$ cat src/sv/jsu_pkg.sv
`default_nettype none
// ----------------------------------------------------------------------------
// jsu_pkg - shared types and helpers for the JSON string unescaper
// Job word layout, error codes, character codes, hex/escape/UTF-8 helpers.
// ----------------------------------------------------------------------------
package jsu_pkg;

  // job queue geometry
  localparam int QDEPTH = 4;
  localparam int QPTR_W = $clog2(QDEPTH);
  localparam int QCNT_W = $clog2(QDEPTH + 1);

  // error codes reported on the result channel
  typedef enum logic [2:0] {
    ERR_NONE      = 3'd0,
    ERR_BSL_END   = 3'd1,
    ERR_TRUNC_U   = 3'd2,
    ERR_BAD_HEX   = 3'd3,
    ERR_BAD_ESC   = 3'd4,
    ERR_BAD_LOW   = 3'd5
  } err_t;

  localparam logic [7:0] CH_BSLASH = 8'h5c;
  localparam logic [7:0] CH_QUOTE  = 8'h22;
  localparam logic [7:0] CH_SLASH  = 8'h2f;
  localparam logic [7:0] CH_B      = 8'h62;
  localparam logic [7:0] CH_F      = 8'h66;
  localparam logic [7:0] CH_N      = 8'h6e;
  localparam logic [7:0] CH_R      = 8'h72;
  localparam logic [7:0] CH_T      = 8'h74;
  localparam logic [7:0] CH_U      = 8'h75;

  localparam logic [15:0] HI_SURR_LO = 16'hd800;
  localparam logic [15:0] HI_SURR_HI = 16'hdbff;
  localparam logic [15:0] LO_SURR_LO = 16'hdc00;
  localparam logic [15:0] LO_SURR_HI = 16'hdfff;
  localparam logic [20:0] SUPP_BASE  = 21'h10000;

  // one accepted input's worth of result bytes
  typedef struct packed {
    logic [3:0][7:0] bytes;
    logic [1:0]      last_idx;  // index of final byte
    logic            done;      // final byte ends the string
    err_t            err;
  } job_t;

  // queue head as seen by the serializer
  typedef struct packed {
    logic valid;
    job_t job;
  } qhead_t;

  typedef enum logic [1:0] {
    ESC_BYTE,
    ESC_UNI,
    ESC_BAD
  } esc_kind_t;

  typedef struct packed {
    esc_kind_t  kind;
    logic [7:0] val;
  } esc_t;

  typedef struct packed {
    logic       bad;
    logic [3:0] val;
  } hex_t;

  function automatic esc_t simple_escape(input logic [7:0] c);
    esc_t e;
    e.kind = ESC_BYTE;
    e.val  = c;
    unique case (c)
      CH_QUOTE, CH_BSLASH, CH_SLASH: e.val = c;
      CH_B: e.val = 8'h08;
      CH_F: e.val = 8'h0c;
      CH_N: e.val = 8'h0a;
      CH_R: e.val = 8'h0d;
      CH_T: e.val = 8'h09;
      CH_U: e.kind = ESC_UNI;
      default: e.kind = ESC_BAD;
    endcase
    return e;
  endfunction

  function automatic hex_t hex_digit(input logic [7:0] c);
    hex_t h;
    h.bad = 1'b0;
    h.val = 4'd0;
    if (c >= 8'h30 && c <= 8'h39) begin
      h.val = 4'(c - 8'h30);
    end else if (c >= 8'h61 && c <= 8'h66) begin
      h.val = 4'(c - 8'h57);
    end else if (c >= 8'h41 && c <= 8'h46) begin
      h.val = 4'(c - 8'h37);
    end else begin
      h.bad = 1'b1;
    end
    return h;
  endfunction

  function automatic job_t utf8_encode(input logic [20:0] cp);
    job_t j;
    j = '0;
    j.err = ERR_NONE;
    if (cp <= 21'h7f) begin
      j.bytes[0] = cp[7:0];
      j.last_idx = 2'd0;
    end else if (cp <= 21'h7ff) begin
      j.bytes[0] = {3'b110, cp[10:6]};
      j.bytes[1] = {2'b10, cp[5:0]};
      j.last_idx = 2'd1;
    end else if (cp <= 21'hffff) begin
      j.bytes[0] = {4'b1110, cp[15:12]};
      j.bytes[1] = {2'b10, cp[11:6]};
      j.bytes[2] = {2'b10, cp[5:0]};
      j.last_idx = 2'd2;
    end else begin
      j.bytes[0] = {5'b11110, cp[20:18]};
      j.bytes[1] = {2'b10, cp[17:12]};
      j.bytes[2] = {2'b10, cp[11:6]};
      j.bytes[3] = {2'b10, cp[5:0]};
      j.last_idx = 2'd3;
    end
    return j;
  endfunction

endpackage
`default_nettype wire

$ cat src/sv/json_string_unescape_utf8.sv
`default_nettype none
// ----------------------------------------------------------------------------
// json_string_unescape_utf8 - JSON string body unescaper, UTF-8 output
// Raw body bytes in, decoded UTF-8 bytes out, with per-string error codes.
// ----------------------------------------------------------------------------
// Bytes of one escaped string body are pushed one word per cycle, the last
// one flagged by in_end_of_string. The decoder takes a byte every cycle the
// job queue has room and turns it into a job of 0 to 4 result bytes; the
// serializer drains the queue one result word per cycle while pop is held.
// A plain byte gives one word, so plain text then flows at 1 byte/cycle and
// is registered only in the job queue. A \uXXXX escape gives 1-4 words,
// which occupy the serializer in turn; the four-deep job queue absorbs these
// bursts, and the input stalls (full) only once four jobs are waiting.
// Sustained rate is thus one word per cycle, set by the one-byte serializer.
// Errors produce one word with out_byte 0, string_done set and the code on
// out_error_code; later input up to the end mark produces nothing.
// ----------------------------------------------------------------------------
module json_string_unescape_utf8 (
  input  wire logic       clk,
  input  wire logic       rst_n,
  // input queue side
  input  wire logic       push,
  output logic            full,
  input  wire logic [7:0] in_byte,
  input  wire logic       in_end_of_string,
  // result queue side
  output logic            empty,
  input  wire logic       pop,
  output logic [7:0]      out_byte,
  output logic            out_last_of_run,
  output logic            out_string_done,
  output logic [2:0]      out_error_code
);

  jsu_pkg::job_t   job;
  logic            job_valid;
  logic            accept;
  jsu_pkg::qhead_t head;
  logic            head_pop;

  // a word is taken whenever the queue has room, even if it yields no result
  assign accept = push && !full;

  // decoder: escape state machine, one input word per cycle unless full
  jsu_front u_front (
    .clk       (clk),
    .rst_n     (rst_n),
    .accept    (accept),
    .in_byte   (in_byte),
    .in_end    (in_end_of_string),
    .job       (job),
    .job_valid (job_valid)
  );

  // job queue decouples decoder from output stalls
  jsu_queue u_queue (
    .clk    (clk),
    .rst_n  (rst_n),
    .wr_en  (accept && job_valid),
    .wr_job (job),
    .full   (full),
    .rd_en  (head_pop),
    .head   (head)
  );

  // serializer: one result word per pop
  jsu_back u_back (
    .clk             (clk),
    .rst_n           (rst_n),
    .head            (head),
    .head_pop        (head_pop),
    .empty           (empty),
    .pop             (pop),
    .out_byte        (out_byte),
    .out_last_of_run (out_last_of_run),
    .out_string_done (out_string_done),
    .out_error_code  (out_error_code)
  );

endmodule
`default_nettype wire

$ cat src/sv/jsu_front.sv
`default_nettype none
// ----------------------------------------------------------------------------
// jsu_front - escape decoder
// Classifies each accepted byte and forms the job of result bytes it causes.
// ----------------------------------------------------------------------------
module jsu_front (
  input  wire logic         clk,
  input  wire logic         rst_n,
  input  wire logic         accept,
  input  wire logic [7:0]   in_byte,
  input  wire logic         in_end,
  output jsu_pkg::job_t     job,
  output logic              job_valid
);

  typedef enum logic [2:0] {
    M_PLAIN,
    M_ESC,
    M_HEX1,
    M_AFTERHIGH,
    M_HIGHESC,
    M_HEX2,
    M_SWALLOW
  } mode_t;

  mode_t       mode_r, mode_nxt;
  logic [1:0]  dcnt_r, dcnt_nxt;
  logic [15:0] cval_r, cval_nxt;
  logic [9:0]  high_r, high_nxt;
  logic        hfault_r, hfault_nxt;

  jsu_pkg::esc_t esc;
  jsu_pkg::hex_t hx;
  logic [15:0]   cv_new;
  logic          fault_new;
  logic          dig_done;
  logic [15:0]   high_cp;

  assign esc       = jsu_pkg::simple_escape(in_byte);
  assign hx        = jsu_pkg::hex_digit(in_byte);
  assign cv_new    = {cval_r[11:0], hx.val};
  assign fault_new = hfault_r | hx.bad;
  assign dig_done  = (dcnt_r == 2'd3);
  assign high_cp   = {6'b110110, high_r};

  always_comb begin
    mode_nxt   = mode_r;
    dcnt_nxt   = dcnt_r;
    cval_nxt   = cval_r;
    high_nxt   = high_r;
    hfault_nxt = hfault_r;
    job        = '0;
    job_valid  = 1'b0;
    job.err    = jsu_pkg::ERR_NONE;

    unique case (mode_r)
      M_SWALLOW: ;
      M_ESC, M_HIGHESC: begin
        if (esc.kind == jsu_pkg::ESC_BAD) begin
          job.err   = jsu_pkg::ERR_BAD_ESC;
          job_valid = 1'b1;
        end else if (esc.kind == jsu_pkg::ESC_UNI) begin
          if (in_end) begin
            job.err   = jsu_pkg::ERR_TRUNC_U;
            job_valid = 1'b1;
          end else begin
            mode_nxt   = (mode_r == M_ESC) ? M_HEX1 : M_HEX2;
            dcnt_nxt   = 2'd0;
            cval_nxt   = '0;
            hfault_nxt = 1'b0;
          end
        end else if (mode_r == M_ESC) begin
          job.bytes[0] = esc.val;
          job_valid    = 1'b1;
          mode_nxt     = M_PLAIN;
        end else begin
          // lone high surrogate, then the escaped byte
          job          = jsu_pkg::utf8_encode({5'd0, high_cp});
          job.bytes[3] = esc.val;
          job.last_idx = 2'd3;
          job_valid    = 1'b1;
          mode_nxt     = M_PLAIN;
        end
      end
      M_HEX1, M_HEX2: begin
        cval_nxt   = cv_new;
        dcnt_nxt   = dcnt_r + 2'd1;
        hfault_nxt = fault_new;
        if (!dig_done) begin
          if (in_end) begin
            job.err   = jsu_pkg::ERR_TRUNC_U;
            job_valid = 1'b1;
          end
        end else if (fault_new) begin
          job.err   = jsu_pkg::ERR_BAD_HEX;
          job_valid = 1'b1;
        end else if (mode_r == M_HEX1) begin
          if (cv_new >= jsu_pkg::HI_SURR_LO && cv_new <= jsu_pkg::HI_SURR_HI) begin
            high_nxt = cv_new[9:0];
            mode_nxt = M_AFTERHIGH;
            if (in_end) begin
              job       = jsu_pkg::utf8_encode({5'd0, cv_new});
              job_valid = 1'b1;
            end
          end else begin
            job       = jsu_pkg::utf8_encode({5'd0, cv_new});
            job_valid = 1'b1;
            mode_nxt  = M_PLAIN;
          end
        end else if (cv_new < jsu_pkg::LO_SURR_LO || cv_new > jsu_pkg::LO_SURR_HI) begin
          job.err   = jsu_pkg::ERR_BAD_LOW;
          job_valid = 1'b1;
        end else begin
          job       = jsu_pkg::utf8_encode(jsu_pkg::SUPP_BASE + {1'b0, high_r, cv_new[9:0]});
          job_valid = 1'b1;
          mode_nxt  = M_PLAIN;
        end
      end
      M_AFTERHIGH: begin
        if (in_byte == jsu_pkg::CH_BSLASH) begin
          if (in_end) begin
            job.err   = jsu_pkg::ERR_BSL_END;
            job_valid = 1'b1;
          end else begin
            mode_nxt = M_HIGHESC;
          end
        end else begin
          job          = jsu_pkg::utf8_encode({5'd0, high_cp});
          job.bytes[3] = in_byte;
          job.last_idx = 2'd3;
          job_valid    = 1'b1;
          mode_nxt     = M_PLAIN;
        end
      end
      default: begin
        if (in_byte == jsu_pkg::CH_BSLASH) begin
          if (in_end) begin
            job.err   = jsu_pkg::ERR_BSL_END;
            job_valid = 1'b1;
          end else begin
            mode_nxt = M_ESC;
          end
        end else begin
          job.bytes[0] = in_byte;
          job_valid    = 1'b1;
          mode_nxt     = M_PLAIN;
        end
      end
    endcase

    // error: single zero byte that ends the string, rest swallowed
    if (job.err != jsu_pkg::ERR_NONE) begin
      job.bytes    = '0;
      job.last_idx = 2'd0;
      job.done     = 1'b1;
      mode_nxt     = M_SWALLOW;
      dcnt_nxt     = '0;
      cval_nxt     = '0;
      high_nxt     = '0;
      hfault_nxt   = 1'b0;
    end
    if (in_end) begin
      job.done   = 1'b1;
      mode_nxt   = M_PLAIN;
      dcnt_nxt   = '0;
      cval_nxt   = '0;
      high_nxt   = '0;
      hfault_nxt = 1'b0;
    end
  end

  always_ff @(posedge clk) begin
    if (!rst_n) begin
      mode_r   <= M_PLAIN;
      dcnt_r   <= '0;
      cval_r   <= '0;
      high_r   <= '0;
      hfault_r <= 1'b0;
    end else if (accept) begin
      mode_r   <= mode_nxt;
      dcnt_r   <= dcnt_nxt;
      cval_r   <= cval_nxt;
      high_r   <= high_nxt;
      hfault_r <= hfault_nxt;
    end
  end

endmodule
`default_nettype wire

$ cat src/sv/jsu_queue.sv
`default_nettype none
// ----------------------------------------------------------------------------
// jsu_queue - job queue
// Small FIFO of decoded jobs between decoder and serializer.
// ----------------------------------------------------------------------------
module jsu_queue (
  input  wire logic          clk,
  input  wire logic          rst_n,
  input  wire logic          wr_en,
  input  wire jsu_pkg::job_t wr_job,
  output logic               full,
  input  wire logic          rd_en,
  output jsu_pkg::qhead_t    head
);

  jsu_pkg::job_t                  mem_r [jsu_pkg::QDEPTH];
  logic [jsu_pkg::QPTR_W-1:0]     wptr_r, rptr_r;
  logic [jsu_pkg::QCNT_W-1:0]     cnt_r;
  logic                           do_wr, do_rd;

  assign full       = (cnt_r == jsu_pkg::QCNT_W'(jsu_pkg::QDEPTH));
  assign head.valid = (cnt_r != '0);
  assign head.job   = mem_r[rptr_r];
  assign do_wr      = wr_en && !full;
  assign do_rd      = rd_en && head.valid;

  always_ff @(posedge clk) begin
    if (do_wr) begin
      mem_r[wptr_r] <= wr_job;
    end
  end

  always_ff @(posedge clk) begin
    if (!rst_n) begin
      wptr_r <= '0;
      rptr_r <= '0;
      cnt_r  <= '0;
    end else begin
      if (do_wr) wptr_r <= wptr_r + jsu_pkg::QPTR_W'(1);
      if (do_rd) rptr_r <= rptr_r + jsu_pkg::QPTR_W'(1);
      if (do_wr && !do_rd) begin
        cnt_r <= cnt_r + jsu_pkg::QCNT_W'(1);
      end else if (do_rd && !do_wr) begin
        cnt_r <= cnt_r - jsu_pkg::QCNT_W'(1);
      end
    end
  end

endmodule
`default_nettype wire

$ cat src/sv/jsu_back.sv
`default_nettype none
// ----------------------------------------------------------------------------
// jsu_back - result serializer
// Sends the bytes of the head job one word at a time.
// ----------------------------------------------------------------------------
module jsu_back (
  input  wire logic            clk,
  input  wire logic            rst_n,
  input  wire jsu_pkg::qhead_t head,
  output logic                 head_pop,
  output logic                 empty,
  input  wire logic            pop,
  output logic [7:0]           out_byte,
  output logic                 out_last_of_run,
  output logic                 out_string_done,
  output logic [2:0]           out_error_code
);

  logic [1:0] idx_r;
  logic       last;
  logic       take;

  assign empty           = !head.valid;
  assign last            = (idx_r == head.job.last_idx);
  assign take            = pop && head.valid;
  assign head_pop        = take && last;
  assign out_byte        = head.job.bytes[idx_r];
  assign out_last_of_run = last;
  assign out_string_done = last && head.job.done;
  assign out_error_code  = head.job.err;

  always_ff @(posedge clk) begin
    if (!rst_n) begin
      idx_r <= '0;
    end else if (take) begin
      idx_r <= last ? 2'd0 : idx_r + 2'd1;
    end
  end

endmodule
`default_nettype wire
$ cat config.mk
export PLATFORM = sky130hd
export DESIGN_NAME = json_string_unescape_utf8
export DESIGN_NICKNAME = d
export VERILOG_FILES = /design/src/sv/jsu_pkg.sv /design/src/sv/json_string_unescape_utf8.sv /design/src/sv/jsu_front.sv /design/src/sv/jsu_queue.sv /design/src/sv/jsu_back.sv
export SDC_FILE = /design/constraint.sdc
export NUM_CORES = 1
export LEC_CHECK = 0
export ABC_CLOCK_PERIOD_IN_PS = 7600
export BUFFER_PORTS_ARGS = -buffer_cell sky130_fd_sc_hd__buf_2
export CORE_UTILIZATION = 25
export CTS_BUF_LIST = sky130_fd_sc_hd__clkbuf_16
export DETAILED_ROUTE_END_ITERATION = 16
export HOLD_SLACK_MARGIN = 0.06
export PLACE_DENSITY = 0.39
export SLEW_MARGIN = 20
export SYNTH_ARGS = -nofsm -noshare
export SYNTH_HDL_FRONTEND = slang
export SYNTH_SLANG_ARGS = --single-unit
$ cat constraint.sdc
create_clock -name clk -period 7.6 [get_ports clk]
set_input_delay 1.52 -clock clk [delete_from_list [all_inputs] [get_ports clk]]
set_output_delay 1.52 -clock clk [all_outputs]
set_load 0.02 [all_outputs]
# --- Yosys cells after proc, flatten, opt, wreduce, memory -nomap -nowiden ---
# Memory sizes are Yosys's and may differ from the RTL's. A register that Yosys moved wholly into a read port is not among the register bits.
# Cells that the tools add are included.
totals:
  ram_bits: 152
  reg_bits: 37
  input_bits: 13
  mem_count: 1
  out_inout_bits: 15
mem_list:
  columns: ["memory", "depth", "word_bits", "read_ports", "rd_ports_with_merged_regs", "write_ports", "line_no", "rtl"]
  rows:
  - ["u_queue.mem_r", 4, 38, 1, 1, 1, "jsu_queue.sv:16", "jsu_pkg::job_t mem_r [jsu_pkg::QDEPTH];"]
op_classes:
  add_sub_neg: 10
  reduce_logical: 32
  magnitude_cmp: 18
  muxes: 126
  eq_ne: 27
  n_bitwise: 1
op_table:
  columns: ["operator", "n"]
  rows:
  - ["$mux W26", 20]
  - ["$mux W35", 7]
  - ["$mux W38", 3]
  - ["$mux W10", 11]
  - ["$mux W16", 5]
  - ["$mux W24", 3]
  - ["$pmux W24 S3", 1]
  - ["$eq A8 B7 Y1 const B", 7]
  - ["$mux W8", 7]
  - ["$mux W18", 3]
  - ["$mux W3", 18]
  - ["$mux W12", 4]
  - ["$pmux W8 S5", 1]
  - ["$le A16 B11 Y1 const B", 2]
  - ["$le A16 B7 Y1 const B", 2]
  - ["$pmux W8 S4", 1]
  - ["$pmux W12 S2", 1]
  - ["$add A17 B20 Y21 const A", 1]
  - ["$le A21 B11 Y1 const B", 1]
  - ["$le A21 B16 Y1 const B", 1]
  - ["$le A21 B7 Y1 const B", 1]
  - ["$mux W1", 20]
  - ["$mux W2", 9]
  - ["$pmux W3 S3", 2]
  - ["44 further kinds", 83]

# --- Logic depth before layout (Yosys ltp) ---
# Gate-level depths: netlist of run 1.
logic_depth:
  ltp_word: 25
  mapped_depth: 15
  mapped_depth_nobuf: 14

# --- Hierarchy ---
# Synthesis of run 1 repeated with hierarchy kept, for this count alone.
hier_totals:
  hier_cells: 759
  area_unflattened_um2: 9870.7
by_module_without_submodules:
  columns: ["module", "seq_area_each_um2", "cells_per_inst", "area_per_inst_um2", "instances"]
  rows:
  - ["jsu_queue", 4744.6, 246, 5982.0, 1]
  - ["jsu_front", 560.5, 481, 3493.4, 1]
  - ["jsu_back", 40.0, 30, 380.4, 1]
  - ["json_string_unescape_utf8", 0.0, 2, 15.0, 1]

# --- Least setup slack after synthesis of run 1 ---
# Ideal clock, no wire load.
synth_timing:
  path_type: "input port to flip-flop"
  start: "input in_byte[0]"
  end: "register u_queue.cnt_r[2] (netlist name)"
  t_required_ps: 7528
  path_stages: 15
  arrival_ps: 4469
  slack_ps: 3059
  path_cell_list: "inv_1 ha_1 o21bai_1 a21o_1 a21oi_1 and3_1 o22ai_1 o311a_1 clkbuf_1 ha_1 inv_1 fa_1 xor2_1 or3_1 a21oi_1"
synth_via:
  elab_chain_len: 17
synth_rtl:
  columns: ["item", "line_no", "rtl"]
  rows:
  - ["from (decl)", "json_string_unescape_utf8.sv:24", "input wire logic [7:0] in_byte,"]
  - ["$ge A8 B7 Y1 / $le A8 B7 Y1 (equally long branches)", "jsu_pkg.sv:94", "end else if (c >= 8'h41 && c <= 8'h46) begin"]
  - ["$logic_and A1 B1 Y1", "jsu_pkg.sv:94", null]
  - ["$mux W4", "jsu_pkg.sv:94", null]
  - ["$mux W4", "jsu_pkg.sv:92", "end else if (c >= 8'h61 && c <= 8'h66) begin"]
  - ["$mux W4", "jsu_pkg.sv:90", "if (c >= 8'h30 && c <= 8'h39) begin"]
  - ["$ge A16 B16 Y1 / $le A16 B16 Y1 (equally long branches)", "jsu_front.sv:98", "if (cv_new >= jsu_pkg::HI_SURR_LO && cv_new <= jsu_pkg::HI_SURR_HI) begin"]
  - ["$logic_and A1 B1 Y1", "jsu_front.sv:98", null]
  - ["$mux W1", "jsu_front.sv:98", null]
  - ["[... 2 more ...]", null, null]
  - ["$mux W1", "jsu_front.sv:89", "if (!dig_done) begin"]
  - ["$pmux W1 S3 *", "jsu_front.sv:56", "unique case (mode_r)"]
  - ["$logic_and A1 B1 Y1 *", "json_string_unescape_utf8.sv:59", ".wr_en (accept && job_valid),"]
  - ["$logic_and A1 B1 Y1 *", "jsu_queue.sv:24", "assign do_wr = wr_en && !full;"]
  - ["net u_queue.do_wr", "jsu_queue.sv:19", "logic do_wr, do_rd;"]
  - ["$logic_not A1 Y1", "jsu_queue.sv:43", "end else if (do_rd && !do_wr) begin"]
  - ["$logic_and A1 B1 Y1", "jsu_queue.sv:43", null]
  - ["$reduce_bool A2 Y1 (no source line)", null, null]
  - ["to (signal assigned)", "jsu_queue.sv:42", "cnt_r <= cnt_r + jsu_pkg::QCNT_W'(1);"]
  - ["to (signal assigned)", "jsu_queue.sv:44", "cnt_r <= cnt_r - jsu_pkg::QCNT_W'(1);"]
  - ["to (decl)", "jsu_queue.sv:18", "logic [jsu_pkg::QCNT_W-1:0] cnt_r;"]
# The timed path passes the listed nets; every way through them passes the cells marked *.
# A chain may end at the register's enable or synchronous reset.

==> results.sh, run 1 <==
export IMPL_routedWlPerCell_um=22.6
export IMPL_final_cells=1231
export IMPL_crit_start="in_byte[0]"
export IMPL_rr_startpoint="u_front.mode_r[1]"
export IMPL_cts_root_buf="clkbuf_16"
export IMPL_cp_endpoint="u_queue.mem_r[2][6]"
export IMPL_numPortBuffers=27
export IMPL_tritoncts="built"
export IMPL_globalRouteOverflowTotal=0
export IMPL_gr_usage_met3_pct=2.57
export IMPL_r2r_slack_ps=3230
export IMPL_finalSetupViolCount=0
export IMPL_h_tree_depth=4
export IMPL_clock_sinks=179
export IMPL_hold_viol=0
export IMPL_cts_resized=0
export IMPL_synth_edf_count=140
export IMPL_syn_area_per_cell_um2=12.4
export IMPL_antenna_found_initial=0
export IMPL_synthToLayoutAreaGrowth_pct=12.7
export IMPL_worstSetupStartpointType="input port"
export IMPL_drt_total_wl_mm=27.8
export IMPL_fmax_ghz=0.195
export IMPL_fin_skew_ps=15.3
export IMPL_hold_path_class="flop to flop"
export IMPL_ys_warn_count=0
export IMPL_multiInputGateArea_mm2=0.00401
export IMPL_synth_cells=744
export IMPL_hp_start="u_front.dcnt_r[1]"
export IMPL_cts_inserted_buffers=17
export IMPL_grt_pass1_wl_mm=42.1
export IMPL_ctsHoldBuffers=0
export IMPL_post_cts_buffers=0
export IMPL_worstPathArrival_ps=5210
export IMPL_num_nets_final=776
export IMPL_setup_tns_ps=0
export IMPL_detail_route_antenna_nets=0
export IMPL_timing_final_max_slew_violations=0
export IMPL_netlist_area_mm2=0.00925
export IMPL_setup_worst_path_class="input port to flop"
export IMPL_p_leak_uw=0.00339
export IMPL_cts_buffer_depth=2
export IMPL_num_vias=6510
export IMPL_core_area_mm2=0.0365
export IMPL_drt_pass1_iterations=5
export IMPL_r2r_end="u_queue.mem_r[2][6]"
export IMPL_start_util_pct=25.3
export IMPL_ys_seq_area_share_pct=53.9
export IMPL_dieArea_mm2=0.0378
export IMPL_critPathCaptureType="flop"
export IMPL_syn_nets=771
export IMPL_dpl_cell_count=1198
export IMPL_drv_cap=0
export IMPL_grt_busiest_layer="met2"
export IMPL_dp_hpwl_mm=19.3
export IMPL_clkTransAtPathRegs_ps=80
export IMPL_status="completed"
export IMPL_irDropWorstVdd_mv=0.126
export IMPL_grt_use_total_pct=14.9
export IMPL_rr_worst_depth=7
export IMPL_die_h_um=194
export IMPL_synthArstFlopShare_pct=0
export IMPL_fill_cells=3743
export IMPL_synthDistinctLibCells=88
export IMPL_first_iter_violations=583
export IMPL_period_share_pct=67.5
export IMPL_io_pins=28
export IMPL_clk_latency_ps=440
export IMPL_p_per_area_mw_per_mm2=253
export IMPL_required_ps=7680
export IMPL_grt_use_met1_pct=21.7
export IMPL_drive_gt1_share_pct=18.6
export IMPL_rsz0062_at_grt="false"
export IMPL_ys_ff_latch=179
export IMPL_grt_max_degree=36
export IMPL_final_core_util_pct=28.6
export IMPL_period_minus_slack_ps=5130
export IMPL_seq_area_mm2=0.00499
export IMPL_power_uw=2640
export IMPL_drc=0
export IMPL_fp_row_count=70
export IMPL_tightest_slew_ps=1080
export IMPL_routed_via_density=5.29
export IMPL_critPathMaxFanout=12
export IMPL_slew_headroom_pct=27.7
export IMPL_ys_flop_type="edfxtp_1"
export IMPL_grt_pass1_vias=6353
export IMPL_gp_congestion=0.864
export IMPL_die_x_um=194
export IMPL_grt_util_met2_pct=22.8
[synthesized netlist by cell type, types with 5 or more instances]
library cell | instances | area share [%]
o21ai_0 | 30 | 1.6
nand2_1 | 47 | 1.9
a22o_1 | 23 | 2.2
xnor2_1 | 7 | 0.66
nand3_1 | 27 | 1.5
mux2i_1 | 5 | 0.54
o21ai_1 | 6 | 0.32
a31oi_1 | 9 | 0.61
nand4_1 | 5 | 0.34
o211ai_1 | 6 | 0.49
mux4_2 | 42 | 10
inv_1 | 16 | 0.65
a32oi_1 | 5 | 0.47
buf_2 | 12 | 0.65
edfxtp_1 | 140 | 45
dfxtp_1 | 39 | 8.4
o31ai_1 | 6 | 0.49
nor2_1 | 55 | 2.2
nor3_1 | 13 | 0.70
o22ai_1 | 7 | 0.47
and2_1 | 21 | 1.4
ha_1 | 13 | 1.8
clkbuf_1 | 27 | 1.1
a22oi_1 | 9 | 0.73
and3_1 | 9 | 0.61
nor4_1 | 6 | 0.41
nor2b_1 | 6 | 0.41
a21oi_1 | 39 | 2.1
nand2b_1 | 7 | 0.47
[power by group]
part / internal, uW / leakage, uW / switching (uW)
clock: 454 / 0.000299 / 459
combinational: 221 / 0.00147 / 286
sequential: 1160 / 0.00162 / 62.0
total: 1830 / 0.00339 / 807
[flip-flops by register name, summed over array words and instances (netlist names), named ones only]
signal / flops
u_front.mode_r: 3
u_back.idx_r: 2
u_front.dcnt_r: 2
u_queue.cnt_r: 3
u_front.high_r: 10
u_front.cval_r: 12
u_queue.rptr_r: 2
u_front.hfault_r: 1
u_queue.mem_r: 140
u_queue.wptr_r: 2
[worst min path at each step]
stage | end | slack [ps] | depth (start not counted)
after floorplan | u_front.dcnt_r[1] | 450 | 1
after global placement | u_front.dcnt_r[1] | 460 | 1
after detailed placement | u_front.dcnt_r[1] | 470 | 1
after CTS | u_front.dcnt_r[1] | 490 | 1
after global routing | u_front.dcnt_r[1] | 500 | 1
final | u_front.dcnt_r[1] | 480 | 1
[cells in the final DEF, fill, tap and decap left out, drive strengths merged, types with 5 or more instances in the layout]
cell type / instances
dfxtp: 39
a32oi: 6
edfxtp: 140
a31oi: 11
a2111oi: 5
nor2b: 6
nor4: 7
clkbuf: 17
buf: 31
and3: 9
o211ai: 7
nand2b: 7
nor3: 15
ha: 13
and2: 21
a21oi: 41
a22o: 23
o31ai: 6
o22ai: 8
clkinv: 5
nand2: 47
mux2i: 5
mux4: 42
o21ai: 36
o41ai: 5
a211oi: 5
xnor2: 7
inv: 28
nor2: 56
a22oi: 9
nand3: 27
nand4: 5
[logic make-up (layout without fill, tap and decap cells)]
logic type | after synthesis | in the layout | share of synthesized area (%)
buf+inv | 63 | 81 | 2.84
other cells | 0 | 1 | 0
xor+xnor | 9 | 9 | 0.852
flops | 179 | 179 | 53.9
fa+ha+maj | 14 | 14 | 1.97
compound gates | 202 | 202 | 16.3
mux | 48 | 48 | 10.9
simple gates | 229 | 229 | 13.3
[per-layer routing]
metal,up-vias,routed length (um)
li1,2970,-
met1,3296,13700
met5,-,0
met3,31,1300
met2,213,12400
met4,0,445
[area by class of cell]
| type | count | area share, % |
|---|---|---|
| sequential | 179 | 47.8 |
| multi-input combinational | 502 | 38.4 |
| tap | 468 | 5.61 |
| clock buffer | 17 | 4.08 |
| clock inverter | 15 | 1.79 |
| timing repair buffer | 31 | 1.58 |
| inverter | 18 | 0.648 |
| antenna | 1 | 0.0240 |
[worst max-delay path: stages]
cell and delay, ps:
buf_2 150, inv_1 200, ha_1 220, o21bai_1 170, a21oi_2 360, a32oi_4 210
o311a_1 390, nor3_2 720, nand3_1 270, a2111oi_1 990
[metrics by stage]
| step | hold slack [ps] | setup slack (ps) | instance area, um2 |
|---|---|---|---|
| final | 484 | 2470 | 10400 |
| after global routing | 503 | 2380 | 10400 |
| after CTS | 489 | 2530 | 10400 |
| after detailed placement | 468 | 2080 | 9810 |
| after global placement | 464 | 2090 | 9810 |
| after floorplan | 446 | 3060 | 9250 |
Note: power is estimated with default switching activity, not from simulation.
==> run 2, diff against run 1 <==
- ABC_AREA: default -> 1
- ABC_CLOCK_PERIOD_IN_PS: 7600 -> 5050
- clock period: 7.6 -> 5.05 ns (I/O delays scaled with it)
==> run 2 against run 1 <==
  * First-iteration DRC count decreased by 14%
  * Sequential share of layout area fell by 1.9 points
  * Register-to-register slack got worse by 1500 ps
  * Sequential cell count unchanged
  * Final cell count increased by 36%
  * Sequential power is 49% higher
  * Design area increased by 4.2%
  * Synthesized area up 3.2%
  * Die area rose by 3.2%
  * Power increased by 62%
  * Setup slack lost 1200 ps
  * Critical endpoint is now u_queue.mem_r[2][10]
  * Largest power group unchanged
  * Highest routed layer unchanged
==> results.sh, run 2 <==
export IMPL_status="completed"
export IMPL_ys_warn_count=0
export IMPL_cts_root_buf="clkbuf_16"
export IMPL_routed_via_density=4.76
export IMPL_rsz0062_at_grt="false"
export IMPL_fmax_ghz=0.265
export IMPL_grt_max_degree=71
export IMPL_whs_ps=491
export IMPL_hold_viol=0
export IMPL_drive_gt1_share_pct=9.82
export IMPL_fill_cells=4041
export IMPL_synth_top_area_share_pct=44.0
export IMPL_clkTransAtPathRegs_ps=70
export IMPL_ys_flop_type="edfxtp_1"
export IMPL_cts_inserted_buffers=17
export IMPL_largest_reg_flops=140
export IMPL_synthArstFlopShare_pct=0
export IMPL_start_util_pct=25.4
export IMPL_irDropWorstVdd_mv=0.225
export IMPL_io_pins=28
export IMPL_yosysTopAreaCell="edfxtp_1"
export IMPL_worstPathArrival_ps=3920
export IMPL_ctsHoldBuffers=0
export IMPL_finalSetupViolCount=0
export IMPL_drt_total_wl_mm=31.0
export IMPL_hold_path_class="flop to flop"
export IMPL_dieArea_mm2=0.0390
export IMPL_slew_headroom_pct=41.6
export IMPL_dpl_cell_count=1640
export IMPL_setup_worst_path_class="input port to flop"
export IMPL_p_leak_uw=0.00405
export IMPL_h_tree_depth=4
export IMPL_grt_use_total_pct=16.2
export IMPL_cts_resized=0
export IMPL_final_cells=1672
export IMPL_synth_edf_count=140
export IMPL_period_minus_slack_ps=3780
export IMPL_gp_congestion=0.901
export IMPL_die_x_um=197
export IMPL_clk_latency_ps=440
export IMPL_numPortBuffers=27
export IMPL_tightest_slew_ps=874
export IMPL_synth_area_top_cells="edfxtp_1, nor2_1, dfxtp_1"
export IMPL_post_synth_top_count_cell="nor2_1"
export IMPL_first_iter_violations=500
export IMPL_final_core_util_pct=28.9
export IMPL_num_vias=7958
export IMPL_post_cts_buffers=0
export IMPL_ys_ff_latch=179
export IMPL_antenna_found_initial=0
export IMPL_die_h_um=197
export IMPL_synth_cells=1126
export IMPL_syn_area_per_cell_um2=8.48
export IMPL_clock_sinks=179
export IMPL_layout_common_cells="nor2_1, nand2_1, edfxtp_1"
export IMPL_largest_register="u_queue.mem_r"
export IMPL_tritoncts="built"
export IMPL_grt_pass1_vias=7785
export IMPL_n_antenna_cell=0
export IMPL_drc=0
export IMPL_detail_route_antenna_nets=0
export IMPL_required_ps=5190
export IMPL_ys_seq_area_share_pct=52.2
export IMPL_routedWlPerCell_um=18.6
export IMPL_worstSetupStartpointType="input port"
export IMPL_globalRouteOverflowTotal=0
export IMPL_fin_skew_ps=14.1
export IMPL_drt_pass1_iterations=5
export IMPL_drv_cap=0
export IMPL_grt_pass1_wl_mm=47.1
export IMPL_synthDistinctLibCells=47
export IMPL_dp_hpwl_mm=22.2
export IMPL_period_share_pct=74.8
export IMPL_timing_final_max_slew_violations=0
export IMPL_num_nets_final=1175
export IMPL_p_per_area_mw_per_mm2=393
export IMPL_syn_nets=1153
export IMPL_power_uw=4270
export IMPL_layout_commonest_cell="nor2_1"
export IMPL_cts_buffer_depth=2
export IMPL_netlist_area_mm2=0.00955
export IMPL_largestRegisters="u_queue.mem_r (140), u_front.cval_r (12), u_front.high_r (10)"
export IMPL_fp_row_count=71
export IMPL_setup_tns_ps=0
export IMPL_synth_top_cells_by_count="nor2_1, nand2_1, edfxtp_1"
export IMPL_core_area_mm2=0.0377
export IMPL_synthToLayoutAreaGrowth_pct=13.8
export IMPL_critPathCaptureType="flop"
export IMPL_critPathMaxFanout=11
export IMPL_r2r_slack_ps=1740
run 2: routing by layer:
layer | track usage, % | part of all wire (%) | wire length, um
met2 | 26.2 | 46 | 14100
met5 | 0 | 0 | 0
met4 | 5.08 | 1.7 | 516
met1 | 22.4 | 49 | 15200
met3 | 2.27 | 3.8 | 1180
run 2: final timing paths:
check	start	to	cells past startpoint
min reg2reg	u_front.dcnt_r[1]	u_front.dcnt_r[1]	2
max reg2reg	u_front.mode_r[2]	u_queue.cnt_r[2]	17
min	u_front.dcnt_r[1]	u_front.dcnt_r[1]	2
max	in_byte[1]	u_queue.mem_r[2][10]	18
run 2: final cells by class:
type | instances | area [um2] | area share [%]
inverter | 122 | 460 | 4.24
clock buffer | 17 | 425 | 3.91
clock inverter | 15 | 159 | 1.46
sequential | 179 | 4990 | 45.9
multi-input combinational | 787 | 3950 | 36.3
tap | 511 | 639 | 5.88
timing repair buffer | 41 | 253 | 2.33
run 2: report_power, final:
part	internal [uW]	switching (uW)	leakage, uW
registers	1750	66.8	0.00164
clock network	734	602	0.000283
logic	306	811	0.00213
total	2790	1480	0.00405
run 2: critical path, stage by stage:
cell and delay, ps:
buf_2 180, inv_1 130, ha_1 230, nor2_1 100
nand2_1 90, nand3_4 140, nand2_1 90, nand2_1 70
nand3_1 270, nor2_1 240, nand4_1 100, nand2_1 90
nand3_2 220, inv_2 180, nand3_1 90, nand2_1 80
nand2_1 70, a21boi_0 530
run 2: per-stage QoR:
stage / setup slack [ps] / instance area [um2]
after CTS: 1360 / 10900
after global placement: 914 / 10300
final: 1270 / 10900
after global routing: 925 / 10900
after detailed placement: 900 / 10300
after floorplan: 1050 / 9550
run 2: cells by family after synthesis:
| kind of cell | after synthesis | synth area share (%) |
|---|---|---|
| AND/OR/NAND/NOR | 526 | 24.5 |
| AO/OA/AOI/OAI | 243 | 14.2 |
| flip-flops | 179 | 52.2 |
| buffers and inverters | 160 | 6.79 |
| adder cells (fa/ha/maj) | 14 | 1.91 |
| XOR/XNOR | 4 | 0.367 |
==> run 3, diff against run 2 <==
- ABC_AREA: 1 -> 0
- ABC_CLOCK_PERIOD_IN_PS: 5050 -> 3650
- clock period: 5.05 -> 3.65 ns (I/O delays scaled with it)
==> run 3 against run 2 <==
  * Count of clock-buffer cells in the layout is the same
  * Hold slack got worse by 9.2 ps
  * Clock power grew 38%
  * Largest power group unchanged
  * Largest cell class unchanged
  * Sequential share of layout area shrank 2.0 points
  * Critical path type is now flop to output pin
  * Global-route usage decreased by 1.2 points
  * Sequential power grew 36%
  * Final cell count decreased by 20%
  * Via count down 15%
  * Non-clock buffer count increased by 103
  * Core utilization rose by 2.2 points
  * Clock skew is 2.8 ps higher
  * Highest routed layer unchanged
  * Power up 29%
==> results.sh, run 3 (synthesis results as in run 1) <==
export IMPL_status="completed"
export IMPL_detail_route_antenna_nets=0
export IMPL_cts_buffer_depth=2
export IMPL_hold_viol=0
export IMPL_gp_congestion=0.877
export IMPL_drc=0
export IMPL_max_stage_delay_ps=590
export IMPL_required_ps=2920
export IMPL_period_share_pct=92.4
export IMPL_grt_pass1_vias=6652
export IMPL_critPathTopFamily="multiplexers"
export IMPL_core_area_mm2=0.0365
export IMPL_crit_path_frequent_cell="mux4_2"
export IMPL_synthToLayoutAreaGrowth_pct=22.8
export IMPL_dieArea_mm2=0.0378
export IMPL_post_cts_buffers=0
export IMPL_final_cells=1343
export IMPL_finalSetupViolCount=0
export IMPL_ctsHoldBuffers=0
export IMPL_setup_worst_path_class="flop to output pin"
export IMPL_rsz0062_at_grt="false"
export IMPL_swShare_pct=29.1
export IMPL_seqPwrFrac_pct=44.8
export IMPL_cts_root_buf="clkbuf_16"
export IMPL_grt_pass1_wl_mm=42.6
export IMPL_globalRouteOverflowTotal=0
export IMPL_num_vias=6774
export IMPL_period_minus_slack_ps=3370
export IMPL_clock_sinks=179
export IMPL_slowest_stage="mux4_2"
export IMPL_net_switching_power_uw=1610
export IMPL_critPathBufInv=2
export IMPL_grt_busiest_layer="met2"
export IMPL_clk_latency_ps=440
export IMPL_tightest_slew_ps=796
export IMPL_die_h_um=194
export IMPL_drt_total_wl_mm=28.1
export IMPL_p_int_uw=3920
export IMPL_irDropWorstVdd_mv=0.282
export IMPL_fmax_ghz=0.296
export IMPL_p_per_area_mw_per_mm2=486
export IMPL_largest_reg_flops=140
export IMPL_h_tree_depth=4
export IMPL_hold_path_class="flop to flop"
export IMPL_slew_headroom_pct=46.5
export IMPL_io_pins=28
export IMPL_routed_via_density=5.04
export IMPL_fin_area_mm2=0.0114
export IMPL_drv_cap=0
export IMPL_grt_use_met1_pct=22.0
export IMPL_critPathMaxFanout=25
export IMPL_cts_inserted_buffers=17
export IMPL_numPortBuffers=27
export IMPL_drt_pass1_iterations=5
export IMPL_layout_common_cells="edfxtp_1, buf_4, nor2_1"
export IMPL_grt_use_total_pct=15.1
export IMPL_first_iter_violations=516
export IMPL_tritoncts="built"
export IMPL_layout_commonest_cell="edfxtp_1"
export IMPL_grt_max_degree=36
export IMPL_start_util_pct=25.3
export IMPL_fin_skew_ps=16.9
export IMPL_critPathCaptureType="output pin"
export IMPL_clkTransAtPathRegs_ps=80
export IMPL_cts_resized=0
export IMPL_cp_cell_sequence="buf_4 > mux4_2 > mux4_2 > buf_2"
export IMPL_power_uw=5520
export IMPL_gr_usage_met3_pct=2.20
export IMPL_largest_register="u_queue.mem_r"
export IMPL_final_core_util_pct=31.1
export IMPL_antenna_found_initial=0
export IMPL_drive_gt1_share_pct=29.5
export IMPL_largestRegisters="u_queue.mem_r (140), u_front.cval_r (12), u_front.high_r (10)"
export IMPL_fp_row_count=70
export IMPL_placed_cell_area_mm2=0.0108
export IMPL_dpl_cell_count=1311
export IMPL_grt_util_met2_pct=23.1
export IMPL_clkPwrFrac_pct=33.5
export IMPL_n_antenna_cell=0
export IMPL_dp_hpwl_mm=20.5
export IMPL_timing_final_max_slew_violations=0
export IMPL_routedWlPerCell_um=20.9
export IMPL_worstPathArrival_ps=2640
export IMPL_p_leak_uw=0.00396
export IMPL_num_nets_final=889
export IMPL_pwr_share_comb_pct=21.7
export IMPL_die_x_um=194
export IMPL_worstSetupStartpointType="flop"
run 3: cell count changes in the layout (fill, tap and decap cells not counted), moves of 22 or more:
cell | before | now
o21ai_0 | 112 | 30
nor2_1 | 205 | 55
mux4_2 | 0 | 42
o22ai_1 | 44 | 7
inv_1 | 113 | 16
buf_4 | 13 | 109
nand4_1 | 32 | 5
a22o_1 | 1 | 23
nand3_1 | 50 | 27
nand2_1 | 183 | 47
run 3: layout make-up:
class                   instances  area [um2]
fillers                      3701       25200
well taps                     468         586
clock buffers                  17         425
repair buffers                144        1110
inverters                      18        71.3
flip-flops and latches        179        4990
clock inverters                15         159
multi-input cells             502        4020
run 3: per-layer routing:
metal  vias to the layer above  wire [um]
met2                       164      12800
met3                        24        950
met5                         -          0
li1                       3176          -
met1                      3410      13800
met4                         0        535
run 3: power groups by stage:
stage	Clock, uW	Combinational, uW	Sequential (uW)
after floorplan	0	809	2500
after global placement	0	1240	2520
after detailed placement	0	1230	2520
after CTS	1900	1240	2480
after global routing	1980	1310	2490
final	1850	1200	2470
run 3: worst paths after layout:
check	start	to	slack, ps	depth (start not counted)
setup reg to reg	u_front.high_r[6]	u_queue.mem_r[2][6]	390	10
setup / recovery	flop	out_byte[0]	280	4
hold / removal	u_front.dcnt_r[1]	u_front.dcnt_r[1]	480	1
hold reg to reg	u_front.dcnt_r[1]	u_front.dcnt_r[1]	480	1
run 3: per-stage QoR:
stage	hold WS, ps	setup slack [ps]	setup TNS (ps)
2_1_floorplan	446	60.1	0
3_3_place_gp	460	-423	-2940
3_5_place_dp	461	-358	-3010
4_1_cts	490	92.6	0
5_1_grt	523	77.4	0
6_report	482	276	0
